## src/design/smoothstep_angle_ramp_defines.svh

```systemverilog
// Assertion macros for the smoothstep angle ramp RTL, used by the controller.
// Needs clk_i and rst_ni in the scope of every use.
`ifndef SMOOTHSTEP_ANGLE_RAMP_DEFINES_SVH
`define SMOOTHSTEP_ANGLE_RAMP_DEFINES_SVH
`ifndef SYNTHESIS
// Check a property at every clock edge outside reset.
`define SAR_ASSERT(name, prop, msg) \
  name: assert property (@(posedge clk_i) disable iff (!rst_ni) (prop)) else $error(msg);
// Check that a condition implies another one at the next edge.
`define SAR_ASSERT_NEXT(name, ante, cons, msg) \
  name: assert property (@(posedge clk_i) disable iff (!rst_ni) (ante) |=> (cons)) \
    else $error(msg);
`else
`define SAR_ASSERT(name, prop, msg)
`define SAR_ASSERT_NEXT(name, ante, cons, msg)
`endif
`endif

```

## src/design/sar_pkg.sv

```systemverilog
// Package for the smoothstep angle ramp: widths, register indexes, FSM
// states and the command and status bundles between controller and datapath.
package sar_pkg;

  localparam int unsigned ANGLE_BITS = 16;
  localparam int unsigned FRAC_BITS  = 16;
  localparam int unsigned FRAME_BITS = 16;
  localparam int unsigned CFG_BITS   = 16;
  localparam int unsigned IDX_BITS   = 2;
  localparam int unsigned IN_BYTES   = 8;

  localparam int unsigned T_BITS    = FRAC_BITS + 1;   // t, t2, s: 0 .. 1.0
  localparam int unsigned K_BITS    = FRAC_BITS + 2;   // 3 - 2t
  localparam int unsigned ARC_BITS  = ANGLE_BITS + 1;  // angle plus one turn
  localparam int unsigned MOP_BITS  = (K_BITS > ARC_BITS) ? K_BITS : ARC_BITS;
  localparam int unsigned PROD_BITS = 2 * MOP_BITS;
  localparam int unsigned HI_BITS   = PROD_BITS - FRAC_BITS;
  localparam int unsigned STEP_BITS = $clog2(FRAC_BITS);

  localparam logic [T_BITS-1:0]     ONE_FIX   = T_BITS'(1) << FRAC_BITS;
  localparam logic [K_BITS-1:0]     THREE_FIX = K_BITS'(3) << FRAC_BITS;
  localparam logic [ARC_BITS-1:0]   FULL_TURN = ARC_BITS'(1) << ANGLE_BITS;
  localparam logic [ANGLE_BITS-1:0] HALF_TURN = ANGLE_BITS'(1) << (ANGLE_BITS - 1);

  typedef enum logic [IDX_BITS-1:0] {
    REG_FROM_ANGLE  = 2'd0,
    REG_TO_ANGLE    = 2'd1,
    REG_FINAL_FRAME = 2'd2,
    REG_AXIS        = 2'd3
  } sar_reg_e;

  typedef enum logic [1:0] {
    MUL_TT, // t * t
    MUL_TK, // t2 * (3 - 2t)
    MUL_SA, // (1 - s) * a
    MUL_SB  // s * b
  } sar_mul_e;

  typedef enum logic [2:0] {
    ST_IDLE,
    ST_DIV,
    ST_SQ,
    ST_CUBE,
    ST_SCAP,
    ST_LO,
    ST_HI,
    ST_OUT
  } sar_state_e;

  typedef struct packed {
    logic     accept;
    logic     div_step;
    logic     mul_en;
    sar_mul_e mul_op;
    logic     s_load;
    logic     acc_load;
    logic     out_load;
  } sar_cmd_t;

  typedef struct packed {
    logic emit;     // the request at the input would produce a result
    logic zero_n;   // end frame is zero: result is the end angle
    logic div_last; // final quotient bit this cycle
  } sar_stat_t;

endpackage

```

## src/design/sar_dp.sv

```systemverilog
// Datapath of the smoothstep angle ramp: frame state, serial divider,
// shared multiplier and result register. Depends on sar_pkg.
module sar_dp
  import sar_pkg::*;
(
  input  logic                  clk_i,
  input  logic                  rst_ni,
  input  sar_cmd_t              cmd_i,
  output sar_stat_t             stat_o,
  input  logic                  restart_i,
  input  logic [CFG_BITS-1:0]   from_angle_i,
  input  logic [CFG_BITS-1:0]   to_angle_i,
  input  logic [CFG_BITS-1:0]   final_frame_i,
  input  logic                  axis_i,
  output logic [ANGLE_BITS-1:0] angle_o,
  output logic                  axis_o,
  output logic                  last_o
);

  logic [FRAME_BITS:0]     frame_count_q, frame_count_d;
  logic                    finished_q, finished_d;
  logic [FRAME_BITS:0]     f_eff, f_nxt, n_ext;
  logic                    fin_eff;
  logic [FRAME_BITS-1:0]   n;

  logic [FRAME_BITS-1:0]   r_q;
  logic [T_BITS-1:0]       q_q;
  logic [STEP_BITS-1:0]    cnt_q;
  logic [FRAME_BITS:0]     r2, r2_sub;
  logic                    ge, ge0;

  logic [ANGLE_BITS-1:0]   a0, b0;
  logic [ARC_BITS-1:0]     a_adj, b_adj, a_q, b_q;
  logic                    last_q;

  logic [MOP_BITS-1:0]     op_a, op_b;
  logic [PROD_BITS-1:0]    p_q, acc_q, sum;
  logic [K_BITS-1:0]       k;
  logic [T_BITS-1:0]       s_q, s_clamp;

  logic [ANGLE_BITS-1:0]   angle_q;
  logic                    axis_q, last_out_q;

  assign n     = final_frame_i[FRAME_BITS-1:0];
  assign n_ext = {1'b0, n};

  // Restart applies before the tick is judged.
  assign f_eff   = restart_i ? '0 : frame_count_q;
  assign fin_eff = restart_i ? 1'b0 : finished_q;
  assign f_nxt   = f_eff + (FRAME_BITS+1)'(1);

  assign stat_o.emit     = !fin_eff && (f_eff <= n_ext);
  assign stat_o.zero_n   = (n == '0);
  assign stat_o.div_last = (cnt_q == STEP_BITS'(FRAC_BITS - 1));

  always_comb begin
    frame_count_d = frame_count_q;
    finished_d    = finished_q;
    if (cmd_i.accept) begin
      frame_count_d = f_eff;
      finished_d    = fin_eff;
      if (!fin_eff) begin
        if (f_eff <= n_ext) begin
          frame_count_d = f_nxt;
          finished_d    = (f_nxt > n_ext);
        end else begin
          finished_d = 1'b1;
        end
      end
    end
  end

  always_ff @(posedge clk_i or negedge rst_ni) begin
    if (!rst_ni) begin
      frame_count_q <= '0;
      finished_q    <= 1'b0;
    end else begin
      frame_count_q <= frame_count_d;
      finished_q    <= finished_d;
    end
  end

  // Shorter arc: lift the smaller angle by a full turn when the gap
  // exceeds half a turn; an exact half turn stays as is.
  assign a0 = from_angle_i[ANGLE_BITS-1:0];
  assign b0 = to_angle_i[ANGLE_BITS-1:0];

  always_comb begin
    a_adj = {1'b0, a0};
    b_adj = {1'b0, b0};
    if (a0 < b0 && (b0 - a0) > HALF_TURN) begin
      a_adj = {1'b0, a0} + FULL_TURN;
    end else if (b0 < a0 && (a0 - b0) > HALF_TURN) begin
      b_adj = {1'b0, b0} + FULL_TURN;
    end
  end

  // Restoring divider for t = f * 2^F / n; f <= n, so the top quotient
  // bit is simply f == n and the remainder stays below n.
  assign ge0    = (f_eff[FRAME_BITS-1:0] >= n);
  assign r2     = {r_q, 1'b0};
  assign ge     = (r2 >= n_ext);
  assign r2_sub = r2 - n_ext;

  assign k = THREE_FIX - {q_q, 1'b0};

  always_comb begin
    op_a = '0;
    op_b = '0;
    case (cmd_i.mul_op)
      MUL_TT: begin
        op_a = MOP_BITS'(q_q);
        op_b = MOP_BITS'(q_q);
      end
      MUL_TK: begin
        op_a = MOP_BITS'(p_q[FRAC_BITS +: T_BITS]);
        op_b = MOP_BITS'(k);
      end
      MUL_SA: begin
        op_a = MOP_BITS'(ONE_FIX - s_q);
        op_b = MOP_BITS'(a_q);
      end
      MUL_SB: begin
        op_a = MOP_BITS'(s_q);
        op_b = MOP_BITS'(b_q);
      end
      default: begin
        op_a = '0;
        op_b = '0;
      end
    endcase
  end

  assign s_clamp = (p_q[PROD_BITS-1:FRAC_BITS] > HI_BITS'(ONE_FIX)) ? ONE_FIX
                                                                    : p_q[FRAC_BITS +: T_BITS];
  assign sum     = acc_q + p_q;

  always_ff @(posedge clk_i) begin
    if (cmd_i.accept) begin
      r_q    <= ge0 ? '0 : f_eff[FRAME_BITS-1:0];
      q_q    <= T_BITS'(ge0);
      cnt_q  <= '0;
      a_q    <= a_adj;
      b_q    <= b_adj;
      last_q <= (f_eff == n_ext);
    end else if (cmd_i.div_step) begin
      r_q   <= ge ? r2_sub[FRAME_BITS-1:0] : r2[FRAME_BITS-1:0];
      q_q   <= {q_q[T_BITS-2:0], ge};
      cnt_q <= cnt_q + STEP_BITS'(1);
    end
    if (cmd_i.mul_en) begin
      p_q <= op_a * op_b;
    end
    if (cmd_i.s_load) begin
      s_q <= s_clamp;
    end
    if (cmd_i.acc_load) begin
      acc_q <= p_q;
    end
    if (cmd_i.out_load) begin
      angle_q    <= stat_o.zero_n ? b0 : sum[FRAC_BITS +: ANGLE_BITS];
      axis_q     <= axis_i;
      last_out_q <= last_q;
    end
  end

  assign angle_o = angle_q;
  assign axis_o  = axis_q;
  assign last_o  = last_out_q;

endmodule

```

## src/design/sar_ctrl.sv

```systemverilog
// Controller of the smoothstep angle ramp: sequences divider and multiplier
// steps and owns the result valid flag. Depends on sar_pkg and the defines.
`include "smoothstep_angle_ramp_defines.svh"
module sar_ctrl
  import sar_pkg::*;
(
  input  logic      clk_i,
  input  logic      rst_ni,
  input  logic      in_valid_i,
  output logic      in_ready_o,
  output logic      out_valid_o,
  input  logic      out_ready_i,
  input  sar_stat_t stat_i,
  output sar_cmd_t  cmd_o
);

  sar_state_e state_q, state_d;
  logic       out_valid_q, out_valid_d;

  always_ff @(posedge clk_i or negedge rst_ni) begin
    if (!rst_ni) begin
      state_q     <= ST_IDLE;
      out_valid_q <= 1'b0;
    end else begin
      state_q     <= state_d;
      out_valid_q <= out_valid_d;
    end
  end

  always_comb begin
    state_d    = state_q;
    cmd_o      = '0;
    cmd_o.mul_op = MUL_TT;
    in_ready_o = 1'b0;
    case (state_q)
      ST_IDLE: begin
        in_ready_o = 1'b1;
        if (in_valid_i) begin
          cmd_o.accept = 1'b1;
          if (stat_i.emit) begin
            state_d = stat_i.zero_n ? ST_OUT : ST_DIV;
          end
        end
      end
      ST_DIV: begin
        cmd_o.div_step = 1'b1;
        if (stat_i.div_last) begin
          state_d = ST_SQ;
        end
      end
      ST_SQ: begin
        cmd_o.mul_en = 1'b1;
        cmd_o.mul_op = MUL_TT;
        state_d      = ST_CUBE;
      end
      ST_CUBE: begin
        cmd_o.mul_en = 1'b1;
        cmd_o.mul_op = MUL_TK;
        state_d      = ST_SCAP;
      end
      ST_SCAP: begin
        cmd_o.s_load = 1'b1;
        state_d      = ST_LO;
      end
      ST_LO: begin
        cmd_o.mul_en = 1'b1;
        cmd_o.mul_op = MUL_SA;
        state_d      = ST_HI;
      end
      ST_HI: begin
        cmd_o.mul_en   = 1'b1;
        cmd_o.mul_op   = MUL_SB;
        cmd_o.acc_load = 1'b1;
        state_d        = ST_OUT;
      end
      ST_OUT: begin
        // Wait for a free result slot.
        if (!out_valid_q || out_ready_i) begin
          cmd_o.out_load = 1'b1;
          state_d        = ST_IDLE;
        end
      end
      default: begin
        state_d = ST_IDLE;
      end
    endcase
  end

  always_comb begin
    out_valid_d = out_valid_q;
    if (cmd_o.out_load) begin
      out_valid_d = 1'b1;
    end else if (out_valid_q && out_ready_i) begin
      out_valid_d = 1'b0;
    end
  end

  assign out_valid_o = out_valid_q;

  `SAR_ASSERT(a_load_free, !cmd_o.out_load || !out_valid_q || out_ready_i, "result overwritten")
  `SAR_ASSERT_NEXT(a_out_hold, out_valid_q && !out_ready_i, out_valid_q, "stalled result lost")
  `SAR_ASSERT_NEXT(a_div_stay, state_q == ST_DIV && !stat_i.div_last, state_q == ST_DIV, "divider cut short")

endmodule

```

## src/design/smoothstep_angle_ramp.sv

```systemverilog
// Top level of the smoothstep angle ramp: configuration registers and the
// controller / datapath pair. Depends on sar_pkg, sar_ctrl and sar_dp.
//
// Usage:
//   Write the start angle, end angle, final frame index and axis through the
//   cfg channel (index 0..3, always ready) while the block is idle. Each
//   request on the slave stream is one tick; bit 0 of its tdata is restart,
//   which returns the ramp to frame zero before the tick is judged. Ticks at
//   frames zero through the final frame each give one result on the master
//   stream: tdata holds the eased angle, tuser the axis, tlast the final frame.
//   Ticks after the final frame give no result until a restart.
// Sequence:
//   A producing tick runs 16 divider steps for t, four multiplier passes and a
//   clamp, then loads the result before the next tick is accepted. With a final
//   frame of zero the divider and multiplier are skipped and the end angle is
//   loaded directly; a tick that gives no result leaves the block idle.
//   The result sits in an output register, so the next tick is taken while it
//   waits; a stalled receiver holds the block only once a second result is
//   ready. Reset clears the configuration, frame count and finished flag.
module smoothstep_angle_ramp
  import sar_pkg::*;
(
  input  logic                  clk_i,
  input  logic                  rst_ni,
  input  logic                  cfg_valid_i,
  output logic                  cfg_ready_o,
  input  logic [IDX_BITS-1:0]   cfg_index_i,
  input  logic [CFG_BITS-1:0]   cfg_data_i,
  input  logic                  s_axis_tvalid,
  output logic                  s_axis_tready,
  input  logic [IN_BYTES-1:0]   s_axis_tdata,  // [0] restart, rest zero
  output logic                  m_axis_tvalid,
  input  logic                  m_axis_tready,
  output logic [ANGLE_BITS-1:0] m_axis_tdata,  // [15:0] angle
  output logic                  m_axis_tuser,  // [0] axis_out
  output logic                  m_axis_tlast
);

  logic [CFG_BITS-1:0] from_angle_q, to_angle_q, final_frame_q;
  logic                axis_q;
  sar_cmd_t            cmd;
  sar_stat_t           stat;

  // Configuration writes always complete; all four indexes name a register.
  assign cfg_ready_o = 1'b1;

  always_ff @(posedge clk_i or negedge rst_ni) begin
    if (!rst_ni) begin
      from_angle_q  <= '0;
      to_angle_q    <= '0;
      final_frame_q <= '0;
      axis_q        <= 1'b0;
    end else if (cfg_valid_i) begin
      case (cfg_index_i)
        REG_FROM_ANGLE:  from_angle_q  <= cfg_data_i;
        REG_TO_ANGLE:    to_angle_q    <= cfg_data_i;
        REG_FINAL_FRAME: final_frame_q <= cfg_data_i;
        REG_AXIS:        axis_q        <= cfg_data_i[0];
        default: ;
      endcase
    end
  end

  sar_ctrl u_ctrl (
    .clk_i       (clk_i),
    .rst_ni      (rst_ni),
    .in_valid_i  (s_axis_tvalid),
    .in_ready_o  (s_axis_tready),
    .out_valid_o (m_axis_tvalid),
    .out_ready_i (m_axis_tready),
    .stat_i      (stat),
    .cmd_o       (cmd)
  );

  sar_dp u_dp (
    .clk_i         (clk_i),
    .rst_ni        (rst_ni),
    .cmd_i         (cmd),
    .stat_o        (stat),
    .restart_i     (s_axis_tdata[0]),
    .from_angle_i  (from_angle_q),
    .to_angle_i    (to_angle_q),
    .final_frame_i (final_frame_q),
    .axis_i        (axis_q),
    .angle_o       (m_axis_tdata),
    .axis_o        (m_axis_tuser),
    .last_o        (m_axis_tlast)
  );

endmodule
```

## config.mk

```make
export PLATFORM = sky130hd
export DESIGN_NAME = smoothstep_angle_ramp
export DESIGN_NICKNAME = d
export VERILOG_FILES = /design/src/design/sar_pkg.sv /design/src/design/sar_dp.sv /design/src/design/sar_ctrl.sv /design/src/design/smoothstep_angle_ramp.sv
export VERILOG_INCLUDE_DIRS = /design/src /design/src/design
export SDC_FILE = /design/constraint.sdc
export NUM_CORES = 1
export LEC_CHECK = 0
export BUFFER_PORTS_ARGS = -buffer_cell sky130_fd_sc_hd__buf_2
export CORE_MARGIN = 5
export CORE_UTILIZATION = 59
export CTS_CLUSTER_SIZE = 14
export DETAILED_ROUTE_END_ITERATION = 8
export PLACE_DENSITY_LB_ADDON = 0.1
export SETUP_SLACK_MARGIN = 0.15
export SYNTH_ARGS = -nofsm -noshare
export SYNTH_HDL_FRONTEND = slang
export SYNTH_HIERARCHICAL = 1
export SYNTH_SLANG_ARGS = --single-unit
```

## constraint.sdc

```tcl
create_clock -name clk_i -period 8.22 [get_ports clk_i]
set_input_delay 0.822 -clock clk_i [delete_from_list [all_inputs] [get_ports clk_i]]
set_output_delay 0.822 -clock clk_i [all_outputs]
set_load 0.01 [all_outputs]
```

# Word level (Yosys, flattened, before mapping)
# Index checks and enable logic that the tools add are counted.
# classes
n_reduce_logical	19
n_eq_ne	19
multipliers	1
n_lt_le_gt_ge	9
n_addsub	10
bitwise	1
mux	35
# op_table
operator	n
$pmux W18 S4	2
$mux W16	8
$mux W17	3
$sub A16 B16 Y16	3
$mul A18 B18 Y36	1
$add A16 B17 Y17 const B	2
$add A32 B32 Y32	1
$gt A16 B16 Y1 const B	2
$lt A16 B16 Y1	2
$pmux W3 S8	1
$gt A20 B17 Y1 const B	1
$sub A17 B17 Y18 const A	1
$sub A18 B18 Y18 const A	1
$add A17 B1 Y17 const B	1
$eq A17 B16 Y1	1
$ge A17 B16 Y1	1
$gt A17 B16 Y1	1
$le A17 B16 Y1	1
$ge A16 B16 Y1	1
$logic_not A16 Y1	1
$mux W1	15
$mux W3	5
$eq A3 B3 Y1 const B	4
$pmux W3 S4	1
other kinds (18)	34
# word_totals
inputBits	31
out_inout_bits	21
ff_bits	246

# Depth between registers and ports, before layout
# Gate-level depths: netlist of run 1.
# depth
ltp_word	6
ltp_mapped	34

# Hierarchy
# The synthesis of run 1 kept the hierarchy.
# by_module_without_submodules
mod	area_each_um2	instances	cells_each
sar_dp	23037.1	1	2470
smoothstep_angle_ramp	1868.0	1	107
sar_ctrl	345.3	1	39

# Worst setup path after synthesis of run 1
# No wires, ideal clock.
# synth_path
kind	flip-flop to flip-flop
from	reg u_ctrl.state_q[0]
to	reg u_dp.p_q[34], data pin
path_slack_ns	0.470
stages_incl_launch_ff	31
arrival_ns	7.493
synth_period_minus_slack_ns	7.750
required_time_ns	7.962
path_buffers	5
cell_sequence	dfrtp_1 > buf_6 > xor2_1 > and2_1 > clkbuf_1 > clkbuf_1 > clkbuf_1 > nor2_1 > a21oi_1 > clkbuf_1 > nor2_1 > fa_1 > inv_1 > fa_1 > fa_1 > inv_1 > fa_1 > fa_1 > inv_1 > fa_1 > inv_1 > ha_1 > a21o_1 > a21o_1 > a21oi_1 > and3_1 > a21o_1 > a21boi_0 > a311o_1 > a21oi_1 > xnor2_1
# synth_rtl
element	line	text
start, declared	sar_ctrl.sv:17	sar_state_e state_q, state_d;
start signal, assigned	sar_ctrl.sv:25	state_q <= state_d;
end signal, assigned	sar_dp.sv:152	p_q <= op_a * op_b;
end, declared	sar_dp.sv:37	logic [PROD_BITS-1:0] p_q, acc_q, sum;

# Worst setup path in the final report of run 1
# layout_path
from	reg u_dp.q_q[6]
to	reg u_dp.p_q[35], data pin
# layout_between
elab_chain_len	3
elab_cells_between_ends	4
classes_between	add/sub (1); mul (1); mux (2)
# layout_rtl
element	line	text
start, declared	sar_dp.sv:27	logic [T_BITS-1:0] q_q;
start signal, assigned	sar_dp.sv:141	q_q <= T_BITS'(ge0);
start signal, assigned	sar_dp.sv:148	q_q <= {q_q[T_BITS-2:0], ge};
$sub A18 B18 Y18	sar_dp.sv:105	assign k = THREE_FIX - {q_q, 1'b0};
$pmux W18 S4	sar_dp.sv:110	case (cmd_i.mul_op)
$mul A18 B18 Y36 *	sar_dp.sv:152	
# Mark *: on every way between the ends. The rest lies on a longest branch, timed or not.
# A chain may end at the register's enable or synchronous reset.

==> reports/results.tsv, run 1 <==
metric	value	unit
seq_area	6830	um2
final_common_cell	inv_1	
cp-startpoint	u_dp/q_q[6]	
wl_per_cell	20.6	um
place.gp.congestion	0.957	
crit_slowest_cell	fa_1	
placed_area	26500	um2
antenna_cells	0	
period_share	95.2	%
htree_levels	1	
dieArea	47000	um2
fmax	0.128	GHz
vias	19303	
num-nets-final	3218	
io_pins	52	
ys_async_sr_fraction	28.9	%
grt_start_max_net_pins	72	
r2r_cells	30	
syn_inst	2616	
synth_warnings	6	
initial_core_util	59.9	%
fin_ws	395	ps
synth_area	25300	um2
syn_nets	3129	
final_area	27800	um2
fp.dieH	217	um
rrSetupSlack	390	ps
grt_util_all_layers	28.1	%
synth_edf_count	155	
multiInputGateArea	16800	um2
ys.flop_type	edfxtp_1	
dr.first_iter.drc_count	1568	
grt_pass1_wl	106000	um
clock_path_buffers	3	
path_common_cell	fa_1	
start_kind	register	
max_slew.worst_pin.slew	961	ps
preCtsSetupSlack	-30.0	ps
max_stage_delay	600	ps
drive_gt1_share	12.6	%
fillerInstances	3383	
clk_pin_slew_worst_paths	70	ps
vias_per_cell	5.91	
cts_root_buf	clkbuf_16	
hpwl	52000	um
cts_made_buffers	27	
synth.distinct_cells	86	
die_w	217	um
slew_violations	0	
avgSynthCellArea	9.65	um2
cp_data_arrival_time	8100	ps
tritoncts	yes	
worstHoldPathType	in -> async	
reg2reg_from	u_dp/q_q[6]	
drt_wl_total	67100	um
outcome	completed	
ys_seq_area_share	27.1	%
final.min_clock_period	7830	ps
relSlewSlack	35.9	%
io_buffers	43	
antenna_left	0	
area_growth	10.3	%
cts_sinks	246	
insertion_delay	540	ps
cp.required	8500	ps
setup_viol	0	
r2r-end	u_dp/p_q[35]	
cp_max_fo	10	
antenna_found_initial	1	
synth_seq_cells	246	
crit_path_end	u_dp/p_q[35]	
rsz0062_at_grt	true	
core-area	42100	um2
drcViolationCount	0	
cap_viol_max_count	0	
rows	75	
hold_viol	0	
overflow	0	
dr.pass1.iters	7	
critPathCaptureType	register	
grt_pass1_vias	19730	
clock_skew	9.00	ps
layout_common_cells	inv_1 (412), fa_1 (257), nand2_1 (249)	
path_class	reg -> reg	
per-layer routing:
layer | global-route usage (%) | vias up | wire [um]
li1 | - | 8868 | -
met1 | 38.0 | 9579 | 27600
met2 | 47.6 | 672 | 32300
met3 | 2.81 | 184 | 3950
met4 | 10.6 | 0 | 3180
met5 | 0 | - | 0
final cells by class:
class	count	area share, %
tap	539	2.42
sequential	246	24.5
multi-input combinational	1864	60.3
clock buffer	37	2.70
clock inverter	12	0.283
timing repair buffer	151	4.14
inverter	415	5.61
sequential cells by signal, summed over array words and instances (netlist names):
name and flops:
axis_q 1, from_angle_q 16, u_dp/a_q 17, u_dp/finished_q 1, u_dp/last_o 1, u_dp/angle_o 16
u_ctrl/out_valid_o 1, u_ctrl/state_q 3, u_dp/r_q 16, to_angle_q 16, u_dp/last_q 1, u_dp/cnt_q 4
u_dp/axis_o 1, u_dp/p_q 36, u_dp/acc_q 32, u_dp/frame_count_q 17, final_frame_q 16, u_dp/q_q 17
u_dp/b_q 17, u_dp/s_q 17
per-stage QoR:
step	instances	hold WS, ps	TNS [ps]	utilization, %
floorplan	2616	400	0	-
global placement	3192	440	0	62.9
detailed placement	3192	440	-30.0	62.9
CTS	3243	444	0	65.0
global route	3264	472	0	66.1
finish	3264	408	0	66.1
repair_timing:
| action | CTS | global route |
|---|---|---|
| endpoints found under the hold margin | 0 | 0 |
| hold buffers | 0 | 0 |
| endpoints found under the setup margin | 2 | 11 |
| pin swaps | 0 | 16 |
| gates cloned | 0 | 3 |
| buffers inserted | 2 | 18 |
| resized for setup | 9 | 62 |
worst max-delay path: cells and delay by family, from the launching register on:
kind,cells,cell delay [ps]
adders and majority gates,7,3490
and+or+nand+nor,9,1630
DFF,1,390
xor gates and xnor gates,2,200
buffers and inverters,5,510
AOI/OAI and AO/OA,7,1350
synth_stat cells (20+ instances only):
cell type  number  share of area, %
clkbuf_1       70               1.0
and2_1         46               1.1
xnor2_1        85               2.9
a21o_1         52               1.5
mux2i_1        43               1.7
nor3_1         31              0.61
nand3_1        32              0.63
dfxtp_1        20               1.6
a21oi_1       119               2.4
nand2_1       251               3.7
fa_1          258                20
mux2_2         56               2.5
o21ai_0        64               1.3
nor2b_1        45               1.1
dfrtp_1        71               7.0
xor2_1         34               1.2
inv_1         414               6.2
o21a_1         28              0.83
ha_1          224                11
nand2b_1       39              0.97
edfxtp_1      155                18
nor2_1        207               3.1
cell families (layout without fill, tap and decap cells):
| family | count (synthesis) | in the layout | share of synthesized area, % |
|---|---|---|---|
| buf+inv | 508 | 615 | 7.86 |
| mux | 107 | 108 | 4.89 |
| simple gates | 743 | 744 | 13.8 |
| fa+ha+maj | 482 | 482 | 31.6 |
| flops | 246 | 246 | 27.1 |
| compound gates | 409 | 409 | 10.7 |
| other cells | 2 | 2 | 0.0297 |
| xor+xnor | 119 | 119 | 4.13 |
worst min path at each step:
stage | from | end | slack [ps]
after floorplan | u_dp/last_q | u_dp/last_o | 400
after global placement | u_dp/p_q[15] | u_dp/acc_q[15] | 440
after detailed placement | u_dp/p_q[15] | u_dp/acc_q[15] | 440
after CTS | rst_ni | u_ctrl/out_valid_o | 440
after global routing | u_dp/p_q[6] | u_dp/acc_q[6] | 470
final | rst_ni | from_angle_q[7] | 410
Power of run 1 is not shown: default switching activity piles up to over one toggle a cycle in this logic, so the estimate is an artifact.
==> inputs of run 2 (changes only) <==
--- a/config.mk
+++ b/config.mk
@@ -7,6 +7,7 @@
 export NUM_CORES = 1
 export LEC_CHECK = 0
 export BUFFER_PORTS_ARGS = -buffer_cell sky130_fd_sc_hd__buf_2
+export CORE_ASPECT_RATIO = 0.6
 export CORE_MARGIN = 5
 export CORE_UTILIZATION = 59
 export CTS_CLUSTER_SIZE = 14
==> reports/results.tsv, run 2 (synthesis results as in run 1) <==
metric	value	unit
setup_viol	0	
start_kind	register	
final.min_clock_period	7980	ps
layout_common_cells	inv_1 (409), fa_1 (255), nand2_1 (241)	
top_register	u_dp/p_q	
rsz0062_at_grt	true	
drive_gt1_share	13.5	%
initial_core_util	60.0	%
io_pins	52	
fmax	0.125	GHz
clock_path_buffers	3	
dieArea	47200	um2
tritoncts	yes	
num-nets-final	3230	
clk_pin_slew_worst_paths	70	ps
hold_viol	0	
vias_per_cell	5.93	
path_class	reg -> reg	
worstHoldPathType	in -> async	
grt_pass1_vias	19394	
antenna_cells	0	
r2r_cells	26	
drcViolationCount	0	
ctsHoldBuffers	0	
r2r-end	u_dp/p_q[35]	
core-area	42100	um2
relSlewSlack	16.2	%
rows	58	
cts_root_buf	clkbuf_16	
fillerInstances	3469	
period_share	97.0	%
largest_reg_flops	36	
cp-startpoint	u_dp/q_q[4]	
die_w	277	um
htree_levels	1	
wl_met2	28200	um
critPathCaptureType	register	
cts_sinks	246	
area_growth	10.9	%
antenna_found_initial	0	
hpwl	55600	um
top_regs	u_dp/p_q x36, u_dp/acc_q x32	
slew_violations	0	
cp_data_arrival_time	8260	ps
antenna_left	0	
cts_made_buffers	23	
met3WireLength	8280	um
setup_tns	0	ps
outcome	completed	
max_slew.worst_pin.slew	1230	ps
cp_max_fo	7	
vias	19606	
dr.pass1.iters	6	
grt_util_all_layers	29.3	%
insertion_delay	540	ps
crit_path_end	u_dp/p_q[35]	
top_layer_used	met4	
rrSetupSlack	240	ps
io_buffers	43	
place.gp.congestion	1.01	
wl_met1	32900	um
fp.dieH	170	um
dr.first_iter.drc_count	2122	
clock_skew	12.8	ps
grt_start_max_net_pins	72	
wl_per_cell	21.4	um
drt_wl_total	70600	um
cap_viol_max_count	0	
reg2reg_from	u_dp/q_q[4]	
cp.required	8500	ps
grt_pass1_wl	109000	um
overflow	0	
final_common_cell	inv_1	
-- run 2: how the worst min path moves through the flow --
stage	start	to	cells after the start
floorplan	u_dp/last_q	u_dp/last_o	0
global placement	u_dp/last_q	u_dp/last_o	0
detailed placement	u_dp/last_q	u_dp/last_o	0
CTS	u_dp/last_q	u_dp/last_o	0
global route	u_dp/last_q	u_dp/last_o	0
finish	rst_ni	to_angle_q[10]	1
-- run 2: metrics by stage --
| stage | hold WS, ps | util, % | std cells | setup WS (ps) | area (um2) |
|---|---|---|---|---|---|
| finish | 404 | 66.6 | 3304 | 244 | 28000 |
| CTS | 424 | 65.1 | 3280 | 155 | 27400 |
| global placement | 401 | 63.2 | 3235 | 132 | 26600 |
| global route | 442 | 66.6 | 3304 | 43.4 | 28000 |
| detailed placement | 408 | 63.2 | 3235 | 58.8 | 26600 |
| floorplan | 400 | - | 2616 | 470 | 25300 |
-- run 2: final cells by class --
| class | count | area, um2 | area share [%] |
|---|---|---|---|
| clock buffers | 33 | 634 | 2.26 |
| clock inverters | 9 | 83.8 | 0.299 |
| inverters | 415 | 1560 | 5.56 |
| multi-input cells | 1863 | 16900 | 60.3 |
| flip-flops and latches | 246 | 6830 | 24.4 |
| well taps | 570 | 713 | 2.55 |
| repair buffers | 168 | 1310 | 4.67 |
-- run 2: critical path, stage by stage, from the launching register on --
cell      delay, ps
dfxtp_1         310
or4_4           570
nor3_4          260
nand2b_4        120
nor4_4          360
xnor2_2         160
buf_12          150
mux4_2          620
buf_8           190
buf_4           140
and2_1          160
fa_1            480
fa_1            590
fa_1            440
fa_1            530
fa_1            430
ha_1            310
ha_2            400
nand3_1         160
or2_4           300
o31ai_4         270
buf_6           160
o211ai_1        120
nand3_1         140
a31o_2          170
a21oi_2          50
xnor2_1         120
-- run 2: repair_timing --
action	CTS	global route
resized for setup	8	92
endpoints found under the hold margin	0	0
endpoints found under the setup margin	2	12
setup buffers	3	23
gates cloned	0	1
pin swaps	2	39
-- run 2: routing by layer --
| metal | up-vias | track usage (%) |
|---|---|---|
| met5 | - | 0 |
| met4 | 0 | 5.03 |
| met3 | 81 | 8.65 |
| met2 | 909 | 40.7 |
| met1 | 9730 | 46.1 |
| li1 | 8886 | - |
Power of run 2 is left out for the same reason.
==> inputs of run 3 (changes only) <==
--- a/config.mk
+++ b/config.mk
@@ -12,9 +12,9 @@
 export CORE_UTILIZATION = 59
 export CTS_CLUSTER_SIZE = 14
 export DETAILED_ROUTE_END_ITERATION = 8
+export GPL_ROUTABILITY_DRIVEN = 0
 export PLACE_DENSITY_LB_ADDON = 0.1
 export SETUP_SLACK_MARGIN = 0.15
 export SYNTH_ARGS = -nofsm -noshare
 export SYNTH_HDL_FRONTEND = slang
-export SYNTH_HIERARCHICAL = 1
 export SYNTH_SLANG_ARGS = --single-unit
==> reports/results.tsv, run 3 <==
metric	value	unit
crit_slowest_cell	fa_1	
dp_cells	3411	
clk_pin_slew_worst_paths	70	ps
core-area	42100	um2
grt_start_max_net_pins	72	
top_register	u_dp.p_q	
period_share	101	%
yosysMostFrequentCell	inv_1	
largest_reg_flops	36	
rrSetupSlack	-60	ps
yosysTopAreaCellShare	20.4	%
path_common_cell	fa_1	
fin_ws	-63.3	ps
final.min_clock_period	8280	ps
ys.flop_type	edfxtp_1	
ys_seq_area_share	27.0	%
overflow	0	
vias_per_cell	6.00	
path_class	reg -> reg	
cp.required	8510	ps
avgSynthCellArea	9.25	um2
num-nets-final	3403	
grt_pass1_vias	20269	
dr.first_iter.drc_count	2092	
clock_path_buffers	3	
dr.pass1.iters	5	
cp_max_fo	4	
antenna_cells	0	
fp.dieH	170	um
rows	58	
initial_core_util	60.1	%
die_w	277	um
cts_sinks	246	
antenna_left	0	
synth_area_leaders	fa_1 (20%), edfxtp_1 (18%), ha_1 (11%)	
reg2reg_from	u_dp.s_q[5]	
synth_top_area_cell	fa_1	
fmax	0.121	GHz
cap_viol_max_count	0	
slew_violations	0	
drive_gt1_share	14.3	%
grt_util_all_layers	30.3	%
synth_seq_cells	246	
synth_warnings	0	
htree_levels	1	
synth_edf_count	155	
wl_per_cell	21.0	um
synthTopCellsByCount	inv_1 (399), nand2_1 (319), fa_1 (258), ha_1 (228), nor2_1 (212)	
rsz0062_at_grt	true	
max_stage_delay	550	ps
ctsHoldBuffers	0	
cp_data_arrival_time	8570	ps
final_common_cell	inv_1	
antenna_found_initial	1	
synth_area	25300	um2
io_buffers	43	
syn_inst	2734	
dieArea	47200	um2
area_growth	13.0	%
max_slew.worst_pin.slew	1300	ps
hpwl	57600	um
cts_root_buf	clkbuf_16	
io_pins	52	
layout_common_cells	inv_1 (395), nand2_1 (314), fa_1 (257)	
clock_skew	16.7	ps
cts_made_buffers	22	
cp_num_cells	28	
violations	negative setup slack	
synth.distinct_cells	81	
r2r_cells	28	
fin_cells	3472	
start_kind	register	
path_buf_inv	3	
drt_wl_total	72800	um
setup_viol	2	
insertion_delay	530	ps
drcViolationCount	0	
outcome	finished with violations	
hold_viol	0	
vias	20820	
worstHoldPathType	in -> async	
r2r-end	u_dp.p_q[35]	
ys_async_sr_fraction	28.9	%
grt_pass1_wl	113000	um
tritoncts	yes	
top_regs	u_dp.p_q x36, u_dp.acc_q x32	
cp_top_family	adder cells	
relSlewSlack	13.0	%
critPathCaptureType	register	
syn_nets	3251	
==> run 3: layer usage <==
metal / wire [um] / track usage (%)
met3: 8970 / 9.31
met2: 29900 / 43.1
met5: 0 / 0
met1: 32800 / 46.6
met4: 1230 / 5.09
==> run 3: final cells by class <==
cell class                 count  area [um2]
timing repair buffer         238        1820
sequential                   246        6830
inverter                     400        1500
multi-input combinational   1978       17000
clock buffer                  36         633
tap                          570         713
clock inverter                 4        35.0
fill                        3355       13500
==> run 3: per-stage QoR <==
step                cell area [um2]  hold WS (ps)  util [%]  setup slack [ps]  setup TNS, ps
floorplan                     25400           400         -               153              0
global placement              27200           429      64.7              -111           -330
detailed placement            27200           434      64.7              -317          -2070
CTS                           28000          47.2      66.6             -87.3           -104
global route                  28600          48.7      67.9              -285           -735
finish                        28600          62.7      67.9             -63.3          -76.5
==> run 3: timing repair <==
item,in CTS,in global routing
pin swaps,36,33
setup buffers,2,18
setup endpoints to repair,15,15
resized for setup,28,91
cloned,0,1
==> run 3: cell families (layout without fill, tap and decap cells) <==
family / Yosys count / count (layout) / share of synthesized area, %
simple gates: 864 / 864 / 16.0
fa+ha+maj: 486 / 486 / 31.7
compound gates: 485 / 485 / 12.3
flops: 246 / 246 / 27.0
other cells: 2 / 2 / 0.0297
mux: 44 / 44 / 1.93
xor+xnor: 97 / 97 / 3.36
buf+inv: 510 / 678 / 7.62
==> run 3: how the worst max path moves through the flow <==
stage / to / slack (ps) / from
after floorplan: u_dp.p_q[35] / 150 / u_dp.s_q[7]
after global placement: u_dp.p_q[35] / -110 / u_dp.s_q[7]
after detailed placement: u_dp.p_q[32] / -320 / u_dp.s_q[1]
after CTS: u_dp.p_q[35] / -90 / u_dp.s_q[7]
after global routing: u_dp.p_q[35] / -280 / u_dp.s_q[5]
final: u_dp.p_q[35] / -60 / u_dp.s_q[5]
Power of run 3 is left out for the same reason.
